[config.mk]
export PLATFORM = sky130hd
export DESIGN_NAME = wbedm_bank
export DESIGN_NICKNAME = d
export VERILOG_FILES = /design/src/hdl/wbedm_pkg.sv /design/src/hdl/wbedm_bank.sv
export SDC_FILE = /design/constraint.sdc
export NUM_CORES = 2
export LEC_CHECK = 0
export BUFFER_PORTS_ARGS = -buffer_cell sky130_fd_sc_hd__buf_2
export CORE_MARGIN = 2
export CORE_UTILIZATION = 45
export DETAILED_ROUTE_END_ITERATION = 8
export PLACE_DENSITY_LB_ADDON = 0.08
export SETUP_SLACK_MARGIN = 0.2
export SYNTH_ARGS = -nofsm -noshare
export SYNTH_HDL_FRONTEND = slang
export SYNTH_SLANG_ARGS = --single-unit
[constraint.sdc]
create_clock -name clk -period 6 [get_ports clk]
set_input_delay 0.6 -clock clk [delete_from_list [all_inputs] [get_ports clk]]
set_output_delay 0.6 -clock clk [all_outputs]
set_load 0.05 [all_outputs]
[src/hdl/wbedm_pkg.sv]
// shared constants and types of the wrapping big-endian data memory unit
package wbedm_pkg;

	// default memory size in bytes, a power of two from 16 up
	localparam int MEM_BYTES_DEF = 4096;

	// byte lanes, one memory bank each
	localparam int LANES = 8;

	// access kinds
	typedef enum logic {
		OP_LOAD  = 1'b0,
		OP_STORE = 1'b1
	} op_t;

	// per-bank access strobes for one cycle
	typedef struct packed {
		logic wr_en;
		logic rd_en;
	} bank_ctl_t;

endpackage

[src/hdl/wbedm_bank.sv]
// one byte-lane bank: synchronous single-port ram with registered read
module wbedm_bank #(
	parameter int ROW_W = 9
) (
	input  logic                   clk,
	input  wbedm_pkg::bank_ctl_t   ctl,
	input  logic [ROW_W-1:0]       row,
	input  logic [7:0]             wdata,
	output logic [7:0]             rdata
);

	localparam int ROWS = 1 << ROW_W;

	logic [7:0] mem [ROWS];

	// write port
	always_ff @(posedge clk) begin
		if (ctl.wr_en) begin
			mem[row] <= wdata;
		end
	end

	// read port, data held while not enabled
	always_ff @(posedge clk) begin
		if (ctl.rd_en) begin
			rdata <= mem[row];
		end
	end

endmodule

==> results.toml <==
[synth]
netlist.area_leader.share = 0.778
yosysWarnings = 0
synthArstFlopShare = 0
synthTopCellsByArea = "edfxtp_1 78%, mux4_2 12%, mux2i_1 2.7%, nor2_1 1.3%, a22oi_1 0.85%"
syn-num-nets = 7595
syn_inst = 7575
ys_ff_latch = 4104
avgSynthCellArea_um2 = 20.9
yosys.area_share.simple = 0.0273
yosysTopAreaCell = "edfxtp_1"
synth_xor_xnor_area_share = 0
synth_compound_area_frac = 0.0342
synth_edf_count = 4104
synth-adder-area-share = 0
synth_mux_area_frac = 0.145
synth_top_family_by_area = "multiplexers"
syn_area_mm2 = 0.158
synth_cell_types = 66
ys_seq_area_frac = 0.778
synth_top_flop_cell = "edfxtp_1"

[final_layout]
final_common_cell = "edfxtp_1"
final_cell_mix = "4104 x edfxtp_1, 816 x mux4_2, 540 x nor2_1"
fillCellCount = 27747
fin_util = 0.511
fin_nets = 7867
area_delta_synth_final_pct = 12.9
drive_gt1_frac = 0.220
fin_area_mm2 = 0.179
layoutNonFillerInstCount = 12823

[setup_path]
cp_top_family = "simple AND/OR/NAND/NOR gates"
r2r-start = "mem[10][2]"
arrival_ns = 5.80
cp_num_cells = 10
crit_start = "row[5]"
crit_top_cell = "buf_4"
slowest_stage = "a31oi_1"
critPathMaxFanout = 18
crit_type = "primary input to flip-flop"
worstPathRequired_ns = 6.84
r2r_slack_ns = 1.90
reg2reg_depth = 8
endpoint = "rdata[6]"
cp-end-kind = "flip-flop"
cp_cell_sequence = "buf_2, buf_4, and2_1, nand2_1, buf_4, a211oi_1, a22oi_1, a31oi_1, nor3_1, nand4_1"
worstReg2RegEnd = "rdata[2]"
startpoint_type = "primary input"
path_buf_inv = 3
cp_slowest_stage_delay_ns = 0.90

[timing]
hold_viol = 0
fin_tns_setup_ns = 0
timing.slew.headroom = -0.00246
min_period_ns = 4.96
hold_ws_ns = 0.0795
timing.final.crit_share = 0.827
setup_viol = 0
fin_ws_ns = 1.04
clock_skew_ns = 0.0597
drv_slew = 1
rsz0062_at_grt = "no"
fmax_ghz = 0.202
tightest_slew_ns = 1.49

[run_status]
status = "finished, violations left"
violations = "capacitance limit, slew limit"

[detailed_routing]
routedWlPerCell_um = 36.9
drt_iter0_drc = 10601
routed_wl_mm = 473
viasPerCell = 6.31
num_vias = 80901
post-route-drc-count = 0
dr.pass1.iters = 6
drtAntennaViolNets = 0

[power_and_ir_drop]
p_per_area_mw_per_mm2 = 338
peakVddDrop_mv = 0.241
leakagePower_nw = 55.6
p_total_mw = 60.4

[place]
dpl.hpwl_mm = 293
placed_area_mm2 = 0.165
numPortBuffers = 27
post-place-cells = 12009
place_congestion = 0.881
dp_slack_ns = 0.167

[clock_network]
clk_path_buf_depth = 4
post_cts_buffers = 0
clock_sinks = 4104
cts_buffers = 434
clk_pin_slew_ns = 0.07
worstSkewPairLatency_ns = 1.00
clock-root-buffer = "clkbuf_16"
cts_tree = "done"
cts_htree_levels = 5

[die]
std_cell_rows = 217
start_util = 0.453
die_w_um = 597
die_area_mm2 = 0.357
die_h_um = 597
core_mm2 = 0.350
ios = 28

[global_routing]
grt_max_degree = 173
met3_usage = 0.0560
grt_pass1_vias = 80233
busiest_layer = "met2"
grt_overflow = 0
grt_first_pass_wirelength_mm = 654
gr-usage-met1 = 0.388
met2_usage = 0.395
grt_use_total = 0.264
antenna_found_initial = 39

[min_path]
min_path_type = "primary input to flip-flop"

[flow_run]
cap_violations = 3
==> report_power, final <==
part	switching [mW]	total [mW]	internal (mW)
clock	11.2	26.0	14.7
sequential	0.0271	31.6	31.6
combinational	1.93	2.79	0.856
total	13.2	60.4	47.2
==> kinds of logic (layout without fill, tap and decap cells) <==
kind of cell           after synthesis  count (layout)
other                                0              17
AND/OR/NAND/NOR                    958             958
buffers and inverters              487            1119
multiplexers                      1268            1268
AO/OA/AOI/OAI                      758             758
flip-flops                        4104            4104
==> flip-flops by register name, indices dropped and copies added, names as in the netlist <==
signal,flops
mem,4096
rdata,8
==> cell type report <==
class,count,area [um2],area share
tap,4599,5750,0.0322
inverter,4,20.0,0.000112
multi-input combinational,2984,33000,0.184
clock buffer,526,11300,0.0634
sequential,4104,123000,0.689
clock inverter,270,2280,0.0127
antenna,17,42.5,0.000238
timing repair buffer,319,3180,0.0178
==> layer usage <==
metal / part of all wire / vias up
met5: 0.00015 / -
met4: 0.033 / 10
met3: 0.089 / 733
met2: 0.45 / 3839
met1: 0.42 / 43917
li1: - / 32402
==> what timing repair did <==
action,in CTS,in global routing
hold endpoints to repair,3,0
hold buffers,1,0
gates resized for setup,0,0
==> worst min-delay path by stage <==
stage | startpoint | end | cells after the start
global placement | mem[402][7] | rdata[7] | 4
global route | wdata[2] | mem[322][2] | 1
CTS | wdata[2] | mem[322][2] | 1
floorplan | wdata[0] | mem[0][0] | 0
finish | wdata[7] | mem[327][7] | 1
detailed placement | mem[403][7] | rdata[7] | 4
==> Yosys cell counts (47+ instances only) <==
cell / number
a22o_1: 47
nand4_1: 47
nand2_1: 130
nand3_1: 47
mux4_2: 816
o22ai_1: 118
a31oi_1: 76
clkbuf_1: 196
a221oi_1: 91
a21oi_1: 77
a22oi_1: 180
edfxtp_1: 4104
nor2_1: 548
buf_2: 182
mux2i_1: 434
buf_4: 56
Note: power is estimated with default switching activity, not from simulation.
